File: config.mk
export PLATFORM = sky130hd
export DESIGN_NAME = best_fit_region_allocator_flat
export DESIGN_NICKNAME = d
export VERILOG_FILES = /design/src/rtl/core/bfra_pkg.sv /design/src/rtl/core/bfra_req_if.sv /design/src/rtl/core/bfra_rsp_if.sv /design/src/rtl/core/bfra_ram.sv /design/src/rtl/core/bfra_scan.sv /design/src/rtl/core/best_fit_region_allocator.sv /design/src/flat_wrapper.sv
export SDC_FILE = /design/constraint.sdc
export NUM_CORES = 1
export LEC_CHECK = 0
export BUFFER_PORTS_ARGS = -buffer_cell sky130_fd_sc_hd__buf_2
export CAP_MARGIN = 20
export CELL_PAD_IN_SITES_DETAIL_PLACEMENT = 1
export CELL_PAD_IN_SITES_GLOBAL_PLACEMENT = 1
export CORE_MARGIN = 2
export CORE_UTILIZATION = 35
export CTS_BUF_LIST = sky130_fd_sc_hd__clkbuf_16
export DETAILED_ROUTE_END_ITERATION = 7
export PLACE_DENSITY_LB_ADDON = 0.1
export SYNTH_ARGS = -nofsm -noshare
export SYNTH_HDL_FRONTEND = slang
export SYNTH_SLANG_ARGS = --single-unit
File: constraint.sdc
create_clock -name clk -period 8.25 [get_ports clk]
set_input_delay 0.4125 -clock clk [delete_from_list [all_inputs] [get_ports clk]]
set_output_delay 0.4125 -clock clk [all_outputs]
set_load 0.1 [all_outputs]
File: src/rtl/core/bfra_pkg.sv
`timescale 1ns / 1ps
// shared types, sizes and status codes of the best-fit region allocator
// no dependencies

package bfra_pkg;

    localparam int MEM_SIZE      = 1024;
    localparam int FREE_ENTRIES  = 16;
    localparam int OWNED_ENTRIES = 16;

    localparam int ADDR_W   = $clog2(MEM_SIZE);
    localparam int JOB_W    = 8;
    localparam int SIZE_W   = 11;
    localparam int STATUS_W = 3;
    localparam int LEN_W    = ADDR_W + 1;
    localparam int CMP_W    = (LEN_W > SIZE_W) ? LEN_W : SIZE_W;

    localparam int FIDX_W = $clog2(FREE_ENTRIES);
    localparam int FCNT_W = $clog2(FREE_ENTRIES + 1);
    localparam int OIDX_W = $clog2(OWNED_ENTRIES);
    localparam int OCNT_W = $clog2(OWNED_ENTRIES + 1);
    localparam int IDX_W  = (FIDX_W > OIDX_W) ? FIDX_W : OIDX_W;
    localparam int CNT_W  = (FCNT_W > OCNT_W) ? FCNT_W : OCNT_W;

    localparam logic [SIZE_W-1:0] MIN_LEFTOVER_RST = SIZE_W'(10);

    localparam logic [STATUS_W-1:0] ST_OK    = STATUS_W'(0);
    localparam logic [STATUS_W-1:0] ST_NOFIT = STATUS_W'(1);
    localparam logic [STATUS_W-1:0] ST_NOJOB = STATUS_W'(2);
    localparam logic [STATUS_W-1:0] ST_FULL  = STATUS_W'(3);
    localparam logic [STATUS_W-1:0] ST_ZERO  = STATUS_W'(4);

    localparam logic KIND_ALLOC = 1'b0;
    localparam logic KIND_FREE  = 1'b1;

    typedef struct packed {
        logic [ADDR_W-1:0] first;
        logic [ADDR_W-1:0] last;
    } free_word_t;

    typedef struct packed {
        logic [JOB_W-1:0]  owner;
        logic [ADDR_W-1:0] first;
        logic [ADDR_W-1:0] last;
    } own_word_t;

    localparam int FREE_W = $bits(free_word_t);
    localparam int OWN_W  = $bits(own_word_t);

    typedef struct packed {
        logic             clear;
        logic             valid;
        logic             is_free;
        logic [IDX_W-1:0] idx;
    } scan_ctl_t;

    typedef struct packed {
        logic              found;
        logic [IDX_W-1:0]  idx;
        logic [ADDR_W-1:0] first;
        logic [ADDR_W-1:0] last;
        logic [CMP_W-1:0]  len;
    } scan_res_t;

endpackage

File: src/rtl/core/bfra_req_if.sv
`timescale 1ns / 1ps
// request channel: valid/ready handshake with kind, job id and size
// depends on bfra_pkg

interface bfra_req_if;
    import bfra_pkg::*;

    logic              valid;
    logic              ready;
    logic              kind;
    logic [JOB_W-1:0]  job_id;
    logic [SIZE_W-1:0] request_size;

    modport source (output valid, output kind, output job_id, output request_size,
                    input ready);
    modport sink   (input valid, input kind, input job_id, input request_size,
                    output ready);
endinterface

File: src/rtl/core/bfra_rsp_if.sv
`timescale 1ns / 1ps
// response channel: valid/ready handshake with status and region bounds
// depends on bfra_pkg

interface bfra_rsp_if;
    import bfra_pkg::*;

    logic                valid;
    logic                ready;
    logic [STATUS_W-1:0] status;
    logic [ADDR_W-1:0]   region_start;
    logic [ADDR_W-1:0]   region_end;

    modport source (output valid, output status, output region_start, output region_end,
                    input ready);
    modport sink   (input valid, input status, input region_start, input region_end,
                    output ready);
endinterface

File: src/rtl/core/bfra_ram.sv
`timescale 1ns / 1ps
// generic single-write, single-read ram with registered read data
// no dependencies

module bfra_ram #(
    parameter int WIDTH = 8,
    parameter int DEPTH = 16
) (
    input  logic                     clk,
    input  logic                     we,
    input  logic [$clog2(DEPTH)-1:0] waddr,
    input  logic [WIDTH-1:0]         wdata,
    input  logic [$clog2(DEPTH)-1:0] raddr,
    output logic [WIDTH-1:0]         rdata
);

    logic [WIDTH-1:0] mem [DEPTH];
    logic [WIDTH-1:0] rdata_reg;

    always_ff @(posedge clk)
    begin
        if (we)
        begin
            mem[waddr] <= wdata;
        end
        rdata_reg <= mem[raddr];
    end

    assign rdata = rdata_reg;

endmodule

File: src/rtl/core/bfra_scan.sv
`timescale 1ns / 1ps
// shared compare unit: best-fit search over free entries, job match over owned entries
// depends on bfra_pkg

module bfra_scan import bfra_pkg::*; (
    input  logic              clk,
    input  logic              rst_n,
    input  scan_ctl_t         ctl,
    input  logic [JOB_W-1:0]  job_id,
    input  logic [SIZE_W-1:0] request_size,
    input  free_word_t        free_word,
    input  own_word_t         own_word,
    output scan_res_t         res
);

    logic              found_reg;
    logic [IDX_W-1:0]  idx_reg;
    logic [ADDR_W-1:0] first_reg;
    logic [ADDR_W-1:0] last_reg;
    logic [CMP_W-1:0]  len_reg;

    logic [CMP_W-1:0]  len;
    logic [ADDR_W-1:0] ent_first;
    logic [ADDR_W-1:0] ent_last;
    logic              hit;

    always_comb
    begin
        len = CMP_W'(free_word.last) - CMP_W'(free_word.first) + CMP_W'(1);
        if (ctl.is_free)
        begin
            ent_first = own_word.first;
            ent_last  = own_word.last;
            hit       = !found_reg && (own_word.owner == job_id);
        end
        else
        begin
            ent_first = free_word.first;
            ent_last  = free_word.last;
            hit       = (len >= CMP_W'(request_size)) && (!found_reg || (len < len_reg));
        end
    end

    always_ff @(posedge clk or negedge rst_n)
    begin
        if (!rst_n)
        begin
            found_reg <= 1'b0;
        end
        else if (ctl.clear)
        begin
            found_reg <= 1'b0;
        end
        else if (ctl.valid && hit)
        begin
            found_reg <= 1'b1;
        end
    end

    always_ff @(posedge clk)
    begin
        if (!ctl.clear && ctl.valid && hit)
        begin
            idx_reg   <= ctl.idx;
            first_reg <= ent_first;
            last_reg  <= ent_last;
            len_reg   <= len;
        end
    end

    assign res.found = found_reg;
    assign res.idx   = idx_reg;
    assign res.first = first_reg;
    assign res.last  = last_reg;
    assign res.len   = len_reg;

endmodule

File: src/rtl/core/best_fit_region_allocator.sv
`timescale 1ns / 1ps
// Best-fit region allocator over a 1024-unit region, with a 16-entry free table and a
// 16-entry owned table held in rams. One request is taken at a time: after the beat is
// taken, one compare unit scans the table one entry per cycle (the whole free table for
// allocate, the owned table up to the first match for free), then the tables are
// updated in S_WRITE, after an S_RDLAST read of the last table entry where needed.
// Zero-size and owned-table-full allocates skip the scan and go straight to S_DONE. A
// result beat waits in an output register while the next request is taken. After reset
// the S_INIT state writes the initial free extent before the first request is taken.
// min_leftover is written through cfg_we/cfg_wdata; the user must write it only while
// no request is in flight, the block itself does not enforce it.
// depends on bfra_pkg, bfra_req_if, bfra_rsp_if, bfra_ram, bfra_scan

module best_fit_region_allocator import bfra_pkg::*; (
    input  logic              clk,
    input  logic              rst_n,
    bfra_req_if.sink          req,
    bfra_rsp_if.source        rsp,
    input  logic              cfg_we,
    input  logic [SIZE_W-1:0] cfg_wdata
);

    localparam logic [2:0] S_INIT   = 3'd0;
    localparam logic [2:0] S_IDLE   = 3'd1;
    localparam logic [2:0] S_SCAN   = 3'd2;
    localparam logic [2:0] S_RDLAST = 3'd3;
    localparam logic [2:0] S_WRITE  = 3'd4;
    localparam logic [2:0] S_DONE   = 3'd5;

    logic [2:0]          state_reg, state_next;
    logic                kind_reg, kind_next;
    logic [JOB_W-1:0]    job_reg, job_next;
    logic [SIZE_W-1:0]   size_reg, size_next;
    logic [SIZE_W-1:0]   min_lo_reg;
    logic [FCNT_W-1:0]   free_cnt_reg, free_cnt_next;
    logic [OCNT_W-1:0]   own_cnt_reg, own_cnt_next;
    logic [CNT_W-1:0]    scan_idx_reg, scan_idx_next;
    logic                pend_reg, pend_next;
    logic [IDX_W-1:0]    pend_idx_reg, pend_idx_next;
    logic                whole_reg, whole_next;
    logic [STATUS_W-1:0] res_status_reg, res_status_next;
    logic [ADDR_W-1:0]   res_start_reg, res_start_next;
    logic [ADDR_W-1:0]   res_end_reg, res_end_next;
    logic                out_valid_reg, out_valid_next;
    logic [STATUS_W-1:0] out_status_reg, out_status_next;
    logic [ADDR_W-1:0]   out_start_reg, out_start_next;
    logic [ADDR_W-1:0]   out_end_reg, out_end_next;

    logic                free_we;
    logic [FIDX_W-1:0]   free_waddr;
    free_word_t          free_wdata;
    logic [FIDX_W-1:0]   free_raddr;
    free_word_t          free_rdata;
    logic                own_we;
    logic [OIDX_W-1:0]   own_waddr;
    own_word_t           own_wdata;
    logic [OIDX_W-1:0]   own_raddr;
    own_word_t           own_rdata;

    scan_ctl_t           scan_ctl;
    scan_res_t           scan_res;

    logic [CNT_W-1:0]    scan_limit;
    logic                issue;
    logic [FCNT_W-1:0]   free_cnt_m1;
    logic [OCNT_W-1:0]   own_cnt_m1;
    logic [CMP_W-1:0]    sum_x;
    logic [CMP_W-1:0]    leftover;
    logic                whole;
    logic [ADDR_W-1:0]   alloc_last;

    bfra_ram #(
        .WIDTH (FREE_W),
        .DEPTH (FREE_ENTRIES)
    ) u_free_ram (
        .clk   (clk),
        .we    (free_we),
        .waddr (free_waddr),
        .wdata (free_wdata),
        .raddr (free_raddr),
        .rdata (free_rdata)
    );

    bfra_ram #(
        .WIDTH (OWN_W),
        .DEPTH (OWNED_ENTRIES)
    ) u_own_ram (
        .clk   (clk),
        .we    (own_we),
        .waddr (own_waddr),
        .wdata (own_wdata),
        .raddr (own_raddr),
        .rdata (own_rdata)
    );

    bfra_scan u_scan (
        .clk          (clk),
        .rst_n        (rst_n),
        .ctl          (scan_ctl),
        .job_id       (job_reg),
        .request_size (size_reg),
        .free_word    (free_rdata),
        .own_word     (own_rdata),
        .res          (scan_res)
    );

    always_comb
    begin
        scan_limit  = kind_reg ? CNT_W'(own_cnt_reg) : CNT_W'(free_cnt_reg);
        issue       = (state_reg == S_SCAN) && (scan_idx_reg < scan_limit) &&
                      !((kind_reg == KIND_FREE) && scan_res.found);
        free_cnt_m1 = free_cnt_reg - FCNT_W'(1);
        own_cnt_m1  = own_cnt_reg - OCNT_W'(1);
        sum_x       = CMP_W'(scan_res.first) + CMP_W'(size_reg);
        alloc_last  = ADDR_W'(sum_x - CMP_W'(1));
        leftover    = scan_res.len - CMP_W'(size_reg);
        whole       = leftover <= CMP_W'(min_lo_reg);

        free_raddr = (state_reg == S_RDLAST) ? free_cnt_m1[FIDX_W-1:0]
                                             : scan_idx_reg[FIDX_W-1:0];
        own_raddr  = (state_reg == S_RDLAST) ? own_cnt_m1[OIDX_W-1:0]
                                             : scan_idx_reg[OIDX_W-1:0];

        scan_ctl.clear   = (state_reg == S_IDLE) && req.valid;
        scan_ctl.valid   = pend_reg && (state_reg == S_SCAN);
        scan_ctl.is_free = kind_reg;
        scan_ctl.idx     = pend_idx_reg;
    end

    always_comb
    begin
        state_next      = state_reg;
        kind_next       = kind_reg;
        job_next        = job_reg;
        size_next       = size_reg;
        free_cnt_next   = free_cnt_reg;
        own_cnt_next    = own_cnt_reg;
        scan_idx_next   = scan_idx_reg;
        pend_next       = 1'b0;
        pend_idx_next   = pend_idx_reg;
        whole_next      = whole_reg;
        res_status_next = res_status_reg;
        res_start_next  = res_start_reg;
        res_end_next    = res_end_reg;
        out_valid_next  = out_valid_reg && !rsp.ready;
        out_status_next = out_status_reg;
        out_start_next  = out_start_reg;
        out_end_next    = out_end_reg;

        free_we          = 1'b0;
        free_waddr       = scan_res.idx[FIDX_W-1:0];
        free_wdata.first = ADDR_W'(0);
        free_wdata.last  = ADDR_W'(MEM_SIZE - 1);
        own_we           = 1'b0;
        own_waddr        = own_cnt_reg[OIDX_W-1:0];
        own_wdata        = own_rdata;

        case (state_reg)
            S_INIT:
            begin
                free_we    = 1'b1;
                free_waddr = FIDX_W'(0);
                state_next = S_IDLE;
            end
            S_IDLE:
            begin
                if (req.valid)
                begin
                    kind_next      = req.kind;
                    job_next       = req.job_id;
                    size_next      = req.request_size;
                    scan_idx_next  = CNT_W'(0);
                    res_start_next = ADDR_W'(0);
                    res_end_next   = ADDR_W'(0);
                    if ((req.kind == KIND_ALLOC) && (req.request_size == SIZE_W'(0)))
                    begin
                        res_status_next = ST_ZERO;
                        state_next      = S_DONE;
                    end
                    else if ((req.kind == KIND_ALLOC) &&
                             (own_cnt_reg == OCNT_W'(OWNED_ENTRIES)))
                    begin
                        res_status_next = ST_FULL;
                        state_next      = S_DONE;
                    end
                    else
                    begin
                        state_next = S_SCAN;
                    end
                end
            end
            S_SCAN:
            begin
                if (issue)
                begin
                    pend_next     = 1'b1;
                    pend_idx_next = scan_idx_reg[IDX_W-1:0];
                    scan_idx_next = scan_idx_reg + CNT_W'(1);
                end
                else if (!pend_reg)
                begin
                    if (!scan_res.found)
                    begin
                        res_status_next = (kind_reg == KIND_FREE) ? ST_NOJOB : ST_NOFIT;
                        state_next      = S_DONE;
                    end
                    else if (kind_reg == KIND_FREE)
                    begin
                        if (free_cnt_reg == FCNT_W'(FREE_ENTRIES))
                        begin
                            res_status_next = ST_FULL;
                            state_next      = S_DONE;
                        end
                        else
                        begin
                            state_next = S_RDLAST;
                        end
                    end
                    else
                    begin
                        whole_next = whole;
                        state_next = whole ? S_RDLAST : S_WRITE;
                    end
                end
            end
            S_RDLAST:
            begin
                state_next = S_WRITE;
            end
            S_WRITE:
            begin
                free_we         = 1'b1;
                own_we          = 1'b1;
                res_status_next = ST_OK;
                res_start_next  = scan_res.first;
                state_next      = S_DONE;
                if (kind_reg == KIND_FREE)
                begin
                    free_waddr     = free_cnt_reg[FIDX_W-1:0];
                    free_wdata     = '{first: scan_res.first, last: scan_res.last};
                    free_cnt_next  = free_cnt_reg + FCNT_W'(1);
                    own_waddr      = scan_res.idx[OIDX_W-1:0];
                    own_wdata      = own_rdata;
                    own_cnt_next   = own_cnt_m1;
                    res_end_next   = scan_res.last;
                end
                else
                begin
                    if (whole_reg)
                    begin
                        free_wdata    = free_rdata;
                        free_cnt_next = free_cnt_m1;
                    end
                    else
                    begin
                        free_wdata = '{first: sum_x[ADDR_W-1:0], last: scan_res.last};
                    end
                    own_wdata    = '{owner: job_reg, first: scan_res.first, last: alloc_last};
                    own_cnt_next = own_cnt_reg + OCNT_W'(1);
                    res_end_next = alloc_last;
                end
            end
            S_DONE:
            begin
                if (!out_valid_reg || rsp.ready)
                begin
                    out_valid_next  = 1'b1;
                    out_status_next = res_status_reg;
                    out_start_next  = res_start_reg;
                    out_end_next    = res_end_reg;
                    state_next      = S_IDLE;
                end
            end
            default:
            begin
                state_next = S_IDLE;
            end
        endcase
    end

    always_ff @(posedge clk or negedge rst_n)
    begin
        if (!rst_n)
        begin
            state_reg     <= S_INIT;
            min_lo_reg    <= MIN_LEFTOVER_RST;
            free_cnt_reg  <= FCNT_W'(1);
            own_cnt_reg   <= OCNT_W'(0);
            pend_reg      <= 1'b0;
            out_valid_reg <= 1'b0;
        end
        else
        begin
            state_reg     <= state_next;
            free_cnt_reg  <= free_cnt_next;
            own_cnt_reg   <= own_cnt_next;
            pend_reg      <= pend_next;
            out_valid_reg <= out_valid_next;
            if (cfg_we)
            begin
                min_lo_reg <= cfg_wdata;
            end
        end
    end

    always_ff @(posedge clk)
    begin
        kind_reg       <= kind_next;
        job_reg        <= job_next;
        size_reg       <= size_next;
        scan_idx_reg   <= scan_idx_next;
        pend_idx_reg   <= pend_idx_next;
        whole_reg      <= whole_next;
        res_status_reg <= res_status_next;
        res_start_reg  <= res_start_next;
        res_end_reg    <= res_end_next;
        out_status_reg <= out_status_next;
        out_start_reg  <= out_start_next;
        out_end_reg    <= out_end_next;
    end

    assign req.ready        = (state_reg == S_IDLE);
    assign rsp.valid        = out_valid_reg;
    assign rsp.status       = out_status_reg;
    assign rsp.region_start = out_start_reg;
    assign rsp.region_end   = out_end_reg;

`ifndef SYNTHESIS
    a_free_cnt_bound: assert property (@(posedge clk) disable iff (!rst_n)
        free_cnt_reg <= FCNT_W'(FREE_ENTRIES))
        else $error("free table count out of range");

    a_own_cnt_bound: assert property (@(posedge clk) disable iff (!rst_n)
        own_cnt_reg <= OCNT_W'(OWNED_ENTRIES))
        else $error("owned table count out of range");

    a_alloc_grows: assert property (@(posedge clk) disable iff (!rst_n)
        (state_reg == S_WRITE) && (kind_reg == KIND_ALLOC)
        |=> own_cnt_reg == ($past(own_cnt_reg) + OCNT_W'(1)))
        else $error("allocate did not add an owned entry");

    a_ok_ordered: assert property (@(posedge clk) disable iff (!rst_n)
        rsp.valid && (rsp.status == ST_OK) |-> rsp.region_start <= rsp.region_end)
        else $error("region start past region end");

    a_err_zero: assert property (@(posedge clk) disable iff (!rst_n)
        rsp.valid && (rsp.status != ST_OK)
        |-> (rsp.region_start == ADDR_W'(0)) && (rsp.region_end == ADDR_W'(0)))
        else $error("error beat carries a region");
`endif

endmodule

File: src/flat_wrapper.sv
// flat-port wrapper written by rule: the top's interface ports become plain ports
module best_fit_region_allocator_flat import bfra_pkg::*;
  (clk, rst_n, cfg_we, cfg_wdata, req_valid, req_kind, req_job_id, req_request_size, req_ready, rsp_valid, rsp_status, rsp_region_start, rsp_region_end, rsp_ready);
  bfra_req_if req_i ();
  bfra_rsp_if rsp_i ();
  input  logic clk;
  input  logic rst_n;
  input  logic cfg_we;
  input  logic [SIZE_W-1:0] cfg_wdata;
  input wire logic [$bits(req_i.valid)-1:0] req_valid;
  input wire logic [$bits(req_i.kind)-1:0] req_kind;
  input wire logic [$bits(req_i.job_id)-1:0] req_job_id;
  input wire logic [$bits(req_i.request_size)-1:0] req_request_size;
  output wire logic [$bits(req_i.ready)-1:0] req_ready;
  output wire logic [$bits(rsp_i.valid)-1:0] rsp_valid;
  output wire logic [$bits(rsp_i.status)-1:0] rsp_status;
  output wire logic [$bits(rsp_i.region_start)-1:0] rsp_region_start;
  output wire logic [$bits(rsp_i.region_end)-1:0] rsp_region_end;
  input wire logic [$bits(rsp_i.ready)-1:0] rsp_ready;
  assign req_i.valid = req_valid;
  assign req_i.kind = req_kind;
  assign req_i.job_id = req_job_id;
  assign req_i.request_size = req_request_size;
  assign req_ready = req_i.ready;
  assign rsp_valid = rsp_i.valid;
  assign rsp_status = rsp_i.status;
  assign rsp_region_start = rsp_i.region_start;
  assign rsp_region_end = rsp_i.region_end;
  assign rsp_i.ready = rsp_ready;
  best_fit_region_allocator u_core (.clk(clk), .rst_n(rst_n), .req(req_i), .rsp(rsp_i), .cfg_we(cfg_we), .cfg_wdata(cfg_wdata));
endmodule
==> results of run 1 <==
==> cell usage after synthesis (11+ instances only) <==
library cell,number
nor2_1,100
a211oi_1,50
buf_4,26
xor2_1,23
a21oi_1,93
buf_6,20
o21ai_0,63
nand2_1,148
nand3_1,23
xnor2_1,30
edfxtp_1,879
dfrtp_1,24
inv_1,63
dfxtp_1,48
nor3_1,18
nor2b_1,60
ha_1,80
and3_1,14
mux2_2,11
mux2i_1,62
clkbuf_1,45
mux4_2,192
==> worst paths after layout <==
kind	from	depth (start not counted)	end	slack, ns
hold / removal	rsp_ready	3	u_core.rsp.valid	0.05
max in group asynchronous	rst_n	2	u_core.min_lo_reg[0]	7.39
setup / recovery	u_core.u_free_ram.rdata[1]	19	u_core.u_scan.last_reg[5]	3.76
hold reg to reg	u_core.res_status_reg[2]	0	u_core.rsp.status[2]	0.41
min in group asynchronous	rst_n	2	u_core.pend_reg	0.34
setup reg to reg	u_core.u_free_ram.rdata[1]	19	u_core.u_scan.last_reg[5]	3.76
==> cells in the final DEF (no fill, tap or decap), types with 67 or more instances in the layout <==
master,instances
edfxtp_1,879
mux4_2,192
nand2_1,148
clkbuf_16,107
a21oi_1,91
inv_1,89
ha_1,80
nor2_1,68
buf_4,67
==> routing by layer <==
| layer | vias to the layer above | global-route usage (%) | share of wire (%) | routed length [um] |
|---|---|---|---|---|
| li1 | 9117 | - | - | - |
| met1 | 11051 | 25.4 | 45 | 48100 |
| met2 | 366 | 31.3 | 49 | 52300 |
| met5 | - | 0 | 0.012 | 13 |
| met4 | 2 | 4.51 | 2.2 | 2290 |
| met3 | 128 | 2.44 | 3.4 | 3640 |
==> logic make-up after synthesis <==
logic type	after synthesis	synth area share, %
multiplexers	265	12.9
flip-flops	954	71.3
AND/OR/NAND/NOR	423	5.12
buffers and inverters	171	2.29
adder cells (fa/ha/maj)	83	2.70
AO/OA/AOI/OAI	279	4.55
XOR/XNOR	53	1.18
==> layout make-up <==
class | instances | area (sq um) | area share (%)
tap | 1488 | 1860 | 4.09
clock buffer | 107 | 2680 | 5.88
timing repair buffer | 166 | 1250 | 2.75
antenna | 1 | 2.50 | 0.00550
clock inverter | 91 | 808 | 1.78
multi-input combinational | 1103 | 10600 | 23.4
sequential | 954 | 28000 | 61.6
inverter | 64 | 240 | 0.528
==> per-stage QoR <==
stage | std cells | setup slack, ns | hold slack, ns
6_report | 3974 | 3.76 | 0.0472
5_1_grt | 3973 | 3.38 | 0.0439
4_1_cts | 3968 | 3.71 | 0.0179
3_5_place_dp | 3738 | 3.73 | 0.405
3_3_place_gp | 3737 | 3.64 | 0.408
2_1_floorplan | 2228 | 2.12 | 0.117
==> worst max-delay path: cells and delay by family, from the launching register on <==
kind	cells	cell delay, ns
AOI/OAI and AO/OA	9	1.49
xor gates and xnor gates	1	0.28
buffers and inverters	3	0.58
and+or+nand+nor	2	0.17
DFF	1	0.30
adders and majority gates	4	1.26
==> what timing repair did <==
item | 4_1_cts | 5_1_grt
hold endpoints to repair | 55 | 0
setup buffers | 0 | 0
hold buffers | 32 | 0
==> power by group through the flow <==
stage	clock (mW)	combinational [mW]	sequential, mW
after floorplan	0	4.11	6.60
final	4.73	5.84	6.58
after CTS	4.85	5.98	6.59
after detailed placement	0	5.94	6.69
after global placement	0	5.82	6.68
after global routing	5.03	6.46	6.62
==> impl_metrics.py, run 1 <==
metrics = {
    "pwr": {
        "finalPower_mw": 17.2,
        "combPwrFrac_pct": 34.1,
        "p_sw_share_pct": 34.3,
        "vdd_drop_max_mv": 0.273,
        "p_clk_share_pct": 27.5,
        "cellPowerDensity_nw_per_um2": 377,
        "power_leakage_nw": 15.3,
        "intPower_mw": 11.3,
        "power.net_switching_mw": 5.88,
        "power.share.sequential_pct": 38.4,
    },
    "timing": {
        "setup_tns_ns": 0,
        "skew_ns": 0.0272,
        "finalSetupViolCount": 0,
        "slew_headroom_pct": 29.3,
        "worst_slew_pin_slew_ns": 1.05,
        "rsz0062_at_grt": "no",
        "final.min_clock_period_ns": 4.49,
        "hold_viol": 0,
        "period_share_pct": 54.4,
        "max_freq_ghz": 0.223,
        "drv_slew": 0,
    },
    "logic_synthesis": {
        "yosysWarnings": 0,
        "ys_seq_elements": 954,
        "yosys-top-cells-area": "edfxtp_1 67%, mux4_2 11%, ha_1 2.5%, dfxtp_1 2.4%, mux2i_1 1.6%",
        "synth_ff_type": "edfxtp_1",
        "syn_area_per_cell_sq_um": 17.7,
        "synthesis.area_sq_um": 39300,
        "synth-edff-count": 879,
        "seq_area_frac_synth_pct": 71.3,
        "async_reset_ff_share_pct": 2.83,
        "synth_top_area_cell": "edfxtp_1",
        "syn_nets": 2347,
        "ys_types": 71,
        "syn_inst": 2228,
        "yosys.area.top_type_share_pct": 67.1,
    },
    "setup_path": {
        "crit_required_ns": 8.56,
        "endpoint_kind": "register",
        "arrival_ns": 4.80,
        "worstSetupPathType": "reg2reg",
        "start_kind": "register",
        "cp_cell_sequence": "inv_1, ha_1, inv_1, ha_1, fa_1, a21o_1, a21oi_1, o21bai_1, a21oi_1, o21ai_0, xor2_1, ha_1, a21oi_1, nor2b_1, o21ai_0, nand4_1, a31o_2, o21ai_4, buf_4",
        "cp_slowest_cell": "fa_1",
        "crit_fanout": 36,
        "slowest_delay_ns": 0.47,
    },
    "global_routing": {
        "grt_pass1_vias": 22195,
        "grt_max_degree": 113,
        "grtUsageTotal_pct": 18.5,
        "antenna_found_initial": 7,
        "grt_pass1_wl_um": 155000,
        "grt.overflow.total": 0,
    },
    "place": {
        "dp_hpwl_um": 61800,
        "place.gp.congestion": 0.804,
        "port_buffers": 60,
        "placed_cell_area_sq_um": 41600,
    },
    "cells_and_area": {
        "fin_nets": 2513,
        "drive_above_1_share_pct": 22.1,
        "fin_area_sq_um": 45500,
        "synthToLayoutAreaGrowth_pct": 15.7,
        "largest_reg_flops": 448,
        "utilization_pct": 40.9,
        "num-fill-cells": 10876,
    },
    "clock_network": {
        "cts_resized": 0,
        "cts.clk_slew.worst_paths_ns": 0.06,
        "cts_tree": "done",
        "h-tree-depth": 3,
        "clock-sinks": 954,
        "numCtsBuffers": 105,
        "cts-root-to-sink-buffers": 3,
        "clockRootBuffer": "clkbuf_16",
        "clk_latency_ns": 0.69,
    },
    "floorplan": {
        "core_region_area_sq_um": 111000,
        "start_util_pct": 35.4,
        "fp.dieH_um": 339,
        "die_area_sq_um": 115000,
        "fp.dieW_um": 339,
        "num_rows": 122,
        "ios": 61,
    },
    "drt": {
        "drtIter0Drc": 1414,
        "wl_um": 106000,
        "drc": 0,
        "routedWlPerCell_um": 26.8,
        "via_per_inst": 5.20,
        "routed-via-count": 20664,
        "first_pass_iters": 5,
        "drtAntennaViolNets": 0,
    },
    "run": {
        "drv_cap": 0,
    },
    "status": {
        "status": "complete, no violations",
    },
    "worst_hold_path": {
        "hold_class": "in2reg",
    },
}
(Power assumes the default switching activity.)
==> run 2, diff against run 1 <==
clock period = 4.6 ns   (was 8.25 ns; I/O delays follow)
==> run 2 against run 1 <==
  * Clock power is 65% higher
  * Worst setup slack got worse by 3.4 ns
  * Non-clock buffer count is 67 higher
  * Clock skew up 0.0049 ns
  * Register-to-register slack worse by 3.4 ns
==> impl_metrics.py, run 2 (same netlist as run 1, synthesis figures left out) <==
metrics = {
    "global_routing": {
        "grt_pass1_vias": 22448,
        "grtUsageTotal_pct": 18.9,
        "grt_max_degree": 55,
        "grt_pass1_wl_um": 158000,
        "antenna_found_initial": 2,
        "grt.overflow.total": 0,
    },
    "cells_and_area": {
        "utilization_pct": 41.2,
        "final_common_cell": "edfxtp_1",
        "most-common-layout-cells": "879 x edfxtp_1, 192 x mux4_2, 148 x nand2_1",
        "fin_nets": 2582,
        "largest_reg_flops": 448,
        "drive_above_1_share_pct": 22.6,
        "multiInputGateArea_sq_um": 10600,
        "num-fill-cells": 10881,
        "synthToLayoutAreaGrowth_pct": 16.5,
        "seq_area_sq_um": 28000,
    },
    "pwr": {
        "combPwrFrac_pct": 35.9,
        "intPower_mw": 19.9,
        "power.net_switching_mw": 10.6,
        "power_leakage_nw": 15.5,
        "power.share.sequential_pct": 38.5,
        "cellPowerDensity_nw_per_um2": 666,
        "vdd_drop_max_mv": 0.335,
        "p_sw_share_pct": 34.7,
        "p_clk_share_pct": 25.6,
    },
    "floorplan": {
        "ios": 61,
        "die_area_sq_um": 115000,
        "fp.dieH_um": 339,
        "core_region_area_sq_um": 111000,
        "fp.dieW_um": 339,
        "num_rows": 122,
        "start_util_pct": 35.4,
    },
    "timing": {
        "worst_slew_pin_slew_ns": 1.13,
        "finalSetupViolCount": 0,
        "hold_viol": 0,
        "drv_slew": 0,
        "max_freq_ghz": 0.233,
        "skew_ns": 0.0321,
        "setup_tns_ns": 0,
        "slew_headroom_pct": 24.3,
        "period_share_pct": 93.2,
        "final.min_clock_period_ns": 4.29,
        "rsz0062_at_grt": "no",
    },
    "clock_network": {
        "cts_resized": 0,
        "clock-sinks": 954,
        "numCtsBuffers": 107,
        "clockRootBuffer": "clkbuf_16",
        "h-tree-depth": 3,
        "clk_latency_ns": 0.68,
        "cts_tree": "done",
        "cts-root-to-sink-buffers": 3,
        "cts.clk_slew.worst_paths_ns": 0.06,
    },
    "drt": {
        "first_pass_iters": 5,
        "via_per_inst": 5.17,
        "drtAntennaViolNets": 0,
        "drc": 0,
        "routedWlPerCell_um": 27.0,
        "routed-via-count": 20861,
        "drtIter0Drc": 1457,
        "wl_um": 109000,
    },
    "setup_path": {
        "arrival_ns": 4.66,
        "crit_fanout": 18,
        "endpoint_kind": "register",
        "start_kind": "register",
        "cp-startpoint": "u_core.u_free_ram.rdata[1]",
        "worstSetupPathType": "reg2reg",
        "crit_required_ns": 4.97,
        "r2r-start": "u_core.u_free_ram.rdata[1]",
    },
    "worst_hold_path": {
        "hold_class": "in2reg",
        "hold_start": "cfg_we",
    },
    "place": {
        "port_buffers": 60,
        "place.gp.congestion": 0.795,
        "dp_hpwl_um": 66500,
    },
    "status": {
        "status": "complete, no violations",
    },
    "run": {
        "drv_cap": 0,
    },
}
-- run 2: cell count changes in the layout (fill, tap and decap cells not counted), moves of 2 or more --
cell and delta:
inv_6 -2, buf_12 +11, clkinvlp_4 -2, inv_1 +5, bufinv_16 -10, buf_4 +34, clkinv_1 +5, clkinv_2 -5
dlygate4sd3_1 +22
-- run 2: per-layer routing --
layer / global-route usage, % / vias up / wire [um]
met1: 25.5 / 11072 / 48400
met4: 5.37 / 0 / 2780
met3: 3.08 / 153 / 4470
li1: - / 9251 / -
met2: 31.7 / 385 / 53100
met5: 0 / - / 0
-- run 2: path summary, 6_finish.rpt --
check,cells past startpoint,end,slack [ns]
worst min-delay path,2,u_core.min_lo_reg[0],0.06
worst max-delay path,19,u_core.u_scan.first_reg[5],0.31
min in group asynchronous,2,u_core.own_cnt_reg[2],0.16
worst max register to register,19,u_core.u_scan.first_reg[5],0.31
max in group asynchronous,2,u_core.min_lo_reg[2],3.92
worst min register to register,0,u_core.rsp.region_end[7],0.41
-- run 2: final cells by class --
cell class,instances,area share (%)
diodes,2,0.0109
clock buffers,107,5.84
clock inverters,81,0.999
inverters,64,0.524
multi-input cells,1103,23.2
flip-flops and latches,954,61.2
well taps,1488,4.06
repair buffers,233,4.21
-- run 2: repair_timing --
| item | in CTS | in global routing |
|---|---|---|
| hold buffers | 54 | 0 |
| endpoints found under the hold margin | 57 | 0 |
| setup endpoints to repair | 0 | 1 |
| buffers inserted | 0 | 2 |
-- run 2: critical path, cell delays in order (launching register included) --
cell and delay [ns]:
dfxtp_1 0.31, inv_1 0.06, ha_1 0.28, inv_1 0.04, ha_1 0.21, fa_1 0.46, a21o_1 0.17, a21oi_1 0.22
o21bai_1 0.09, a21oi_1 0.20, o21ai_0 0.14, xor2_1 0.27, ha_1 0.31, a21oi_1 0.16, nor2b_1 0.07, o21ai_0 0.17
nand4_1 0.13, a31o_2 0.26, o21ai_4 0.21, buf_12 0.21
-- run 2: power by group through the flow --
stage,combinational (mW),sequential (mW),clock [mW]
2_1_floorplan,7.39,11.8,0
3_3_place_gp,10.9,11.9,0
3_5_place_dp,11.1,11.9,0
4_1_cts,11.2,11.8,8.03
5_1_grt,12.1,11.8,8.33
6_report,11.0,11.8,7.80
-- run 2: per-stage QoR --
stage / instance area (sq um) / instances / hold WS, ns / setup slack (ns) / power (mW)
2_1_floorplan: 39300 / 2228 / -0.0656 / 0.113 / 19.2
3_3_place_gp: 42100 / 3782 / 0.363 / 0.333 / 22.8
3_5_place_dp: 42100 / 3783 / 0.370 / 0.308 / 23.0
4_1_cts: 45800 / 4025 / 0.00770 / 0.266 / 31.0
5_1_grt: 45800 / 4030 / 0.0568 / 0.00416 / 32.2
6_report: 45800 / 4032 / 0.0646 / 0.314 / 30.5
==> run 3, diff against run 2 <==
PLACE_DENSITY = 0.54   (was default)
PLACE_DENSITY_LB_ADDON = default   (was 0.1)
==> run 3 against run 2 <==
  * Hold slack better by 0.060 ns
  * Utilization rose by 0.091 points
  * Combinational power about the same
  * Clock skew rose by 0.0016 ns
  * Largest power group unchanged
==> impl_metrics.py, run 3 (same netlist as run 1, synthesis figures left out) <==
metrics = {
    "timing": {
        "rsz0062_at_grt": "no",
        "finalSetupViolCount": 0,
        "final.min_clock_period_ns": 4.29,
        "slew_headroom_pct": 32.1,
        "drv_slew": 0,
        "period_share_pct": 93.2,
        "worst_slew_pin_slew_ns": 1.01,
        "hold_viol": 0,
        "skew_ns": 0.0337,
        "max_freq_ghz": 0.233,
        "setup_tns_ns": 0,
    },
    "worst_hold_path": {
        "hold_class": "in2async",
    },
    "floorplan": {
        "start_util_pct": 35.4,
        "core_region_area_sq_um": 111000,
        "num_rows": 122,
        "fp.dieW_um": 339,
        "die_area_sq_um": 115000,
        "fp.dieH_um": 339,
        "ios": 61,
    },
    "clock_network": {
        "clk_latency_ns": 0.69,
        "numCtsBuffers": 103,
        "h-tree-depth": 3,
        "clock-sinks": 954,
        "cts_tree": "done",
        "cts.clk_slew.worst_paths_ns": 0.06,
        "clockRootBuffer": "clkbuf_16",
        "cts-root-to-sink-buffers": 3,
    },
    "drt": {
        "routedWlPerCell_um": 26.2,
        "drtAntennaViolNets": 0,
        "wl_um": 105000,
        "drtIter0Drc": 1526,
        "first_pass_iters": 5,
        "drc": 0,
        "via_per_inst": 5.20,
        "routed-via-count": 20902,
    },
    "setup_path": {
        "critical_path_depth": 19,
        "crit_fanout": 22,
        "r2r-end": "u_core.u_scan.last_reg[6]",
        "rrSetupSlack_ns": 0.31,
        "rr_worst_depth": 19,
        "arrival_ns": 4.66,
        "cp_cell_sequence": "inv_1, ha_1, inv_1, ha_1, fa_1, a21o_1, a21oi_1, o21bai_1, a21oi_2, o21ai_0, xor2_1, ha_1, a21oi_1, nor2b_1, o21ai_0, nand4_1, a31o_2, o21ai_4, buf_12",
        "slowest_delay_ns": 0.47,
        "crit_family": "compound AO/OA/AOI/OAI gates",
        "worstSetupPathType": "reg2reg",
        "endpoint_kind": "register",
        "crit_buf_inv": 3,
        "crit_required_ns": 4.98,
        "r2r-start": "u_core.u_free_ram.rdata[1]",
        "crit_top_cell": "ha_1",
        "cp_slowest_cell": "fa_1",
        "start_kind": "register",
    },
    "global_routing": {
        "grt_pass1_wl_um": 155000,
        "grt.overflow.total": 0,
        "grtUsageTotal_pct": 18.4,
        "grt_pass1_vias": 22391,
        "antenna_found_initial": 0,
        "grt_max_degree": 67,
    },
    "status": {
        "status": "complete, no violations",
    },
    "pwr": {
        "cellPowerDensity_nw_per_um2": 671,
        "power_leakage_nw": 15.5,
        "vdd_drop_max_mv": 0.285,
    },
    "cells_and_area": {
        "synthToLayoutAreaGrowth_pct": 16.8,
        "final_cell_count_no_fill": 4019,
        "largest_reg_flops": 448,
        "most-common-layout-cells": "879 x edfxtp_1, 192 x mux4_2, 148 x nand2_1",
        "fin_area_sq_um": 45900,
        "num-fill-cells": 10940,
        "drive_above_1_share_pct": 22.6,
        "final_common_cell": "edfxtp_1",
        "fin_nets": 2559,
        "utilization_pct": 41.3,
    },
    "place": {
        "dp.cells": 3762,
        "dp_hpwl_um": 63800,
        "place.gp.congestion": 0.813,
        "port_buffers": 60,
        "placed_cell_area_sq_um": 41900,
    },
    "run": {
        "drv_cap": 0,
    },
}
[run 3: changes by cell type in the layout (fill, tap and decap cells not counted), sizes merged]
cell and change:
buf -20, inv -9, clkinv +8, bufinv +7
clkinvlp +2, clkbuf -1, diode -1, dlygate4sd3 +1
[run 3: timing repair]
item	in CTS	in global routing
gates resized for setup	0	1
endpoints found under the setup margin	0	31
buffers inserted	0	2
hold buffers	55	0
endpoints found under the hold margin	61	0
[run 3: metal layers]
layer	global-route usage [%]	vias up	routed length [um]
met3	2.30	120	3870
met2	30.7	409	51900
met1	25.5	11146	47500
li1	-	9227	-
met4	4.55	0	2120
met5	0	-	0
[run 3: power by group]
group          internal, mW  switching (mW)  total [mW]  leakage, nW
clock network          4.80            3.49        8.29         1.73
registers              11.2           0.577        11.7         8.58
logic                  4.25            6.54        10.8         5.18
[run 3: worst max path at each step]
| stage | startpoint | to | slack [ns] |
|---|---|---|---|
| floorplan | u_core.u_free_ram.rdata[1] | u_core.u_scan.first_reg[0] | 0.11 |
| global placement | u_core.u_free_ram.rdata[1] | u_core.u_scan.last_reg[9] | 0.24 |
| detailed placement | u_core.u_free_ram.rdata[1] | u_core.u_scan.last_reg[8] | 0.21 |
| CTS | u_core.u_free_ram.rdata[1] | u_core.u_scan.last_reg[8] | 0.17 |
| global route | u_core.u_free_ram.rdata[1] | u_core.u_scan.last_reg[9] | 0.05 |
| finish | u_core.u_free_ram.rdata[1] | u_core.u_scan.last_reg[6] | 0.31 |
[run 3: area by class of cell]
cell class | count | area [sq um] | share of cell area [%]
multi-input combinational | 1103 | 10600 | 23.1
sequential | 954 | 28000 | 61.0
tap | 1488 | 1860 | 4.05
clock inverter | 89 | 742 | 1.62
antenna | 1 | 2.50 | 0.00545
timing repair buffer | 214 | 1780 | 3.87
clock buffer | 106 | 2650 | 5.77
inverter | 64 | 240 | 0.523
[run 3: metrics by stage]
| step | hold slack [ns] | setup slack [ns] | power (mW) |
|---|---|---|---|
| 3_3_place_gp | 0.318 | 0.241 | 22.5 |
| 3_5_place_dp | 0.316 | 0.212 | 22.7 |
| 2_1_floorplan | -0.0656 | 0.113 | 19.2 |
| 4_1_cts | 0.108 | 0.170 | 31.1 |
| 6_report | 0.124 | 0.312 | 30.8 |
| 5_1_grt | 0.177 | 0.0534 | 32.4 |
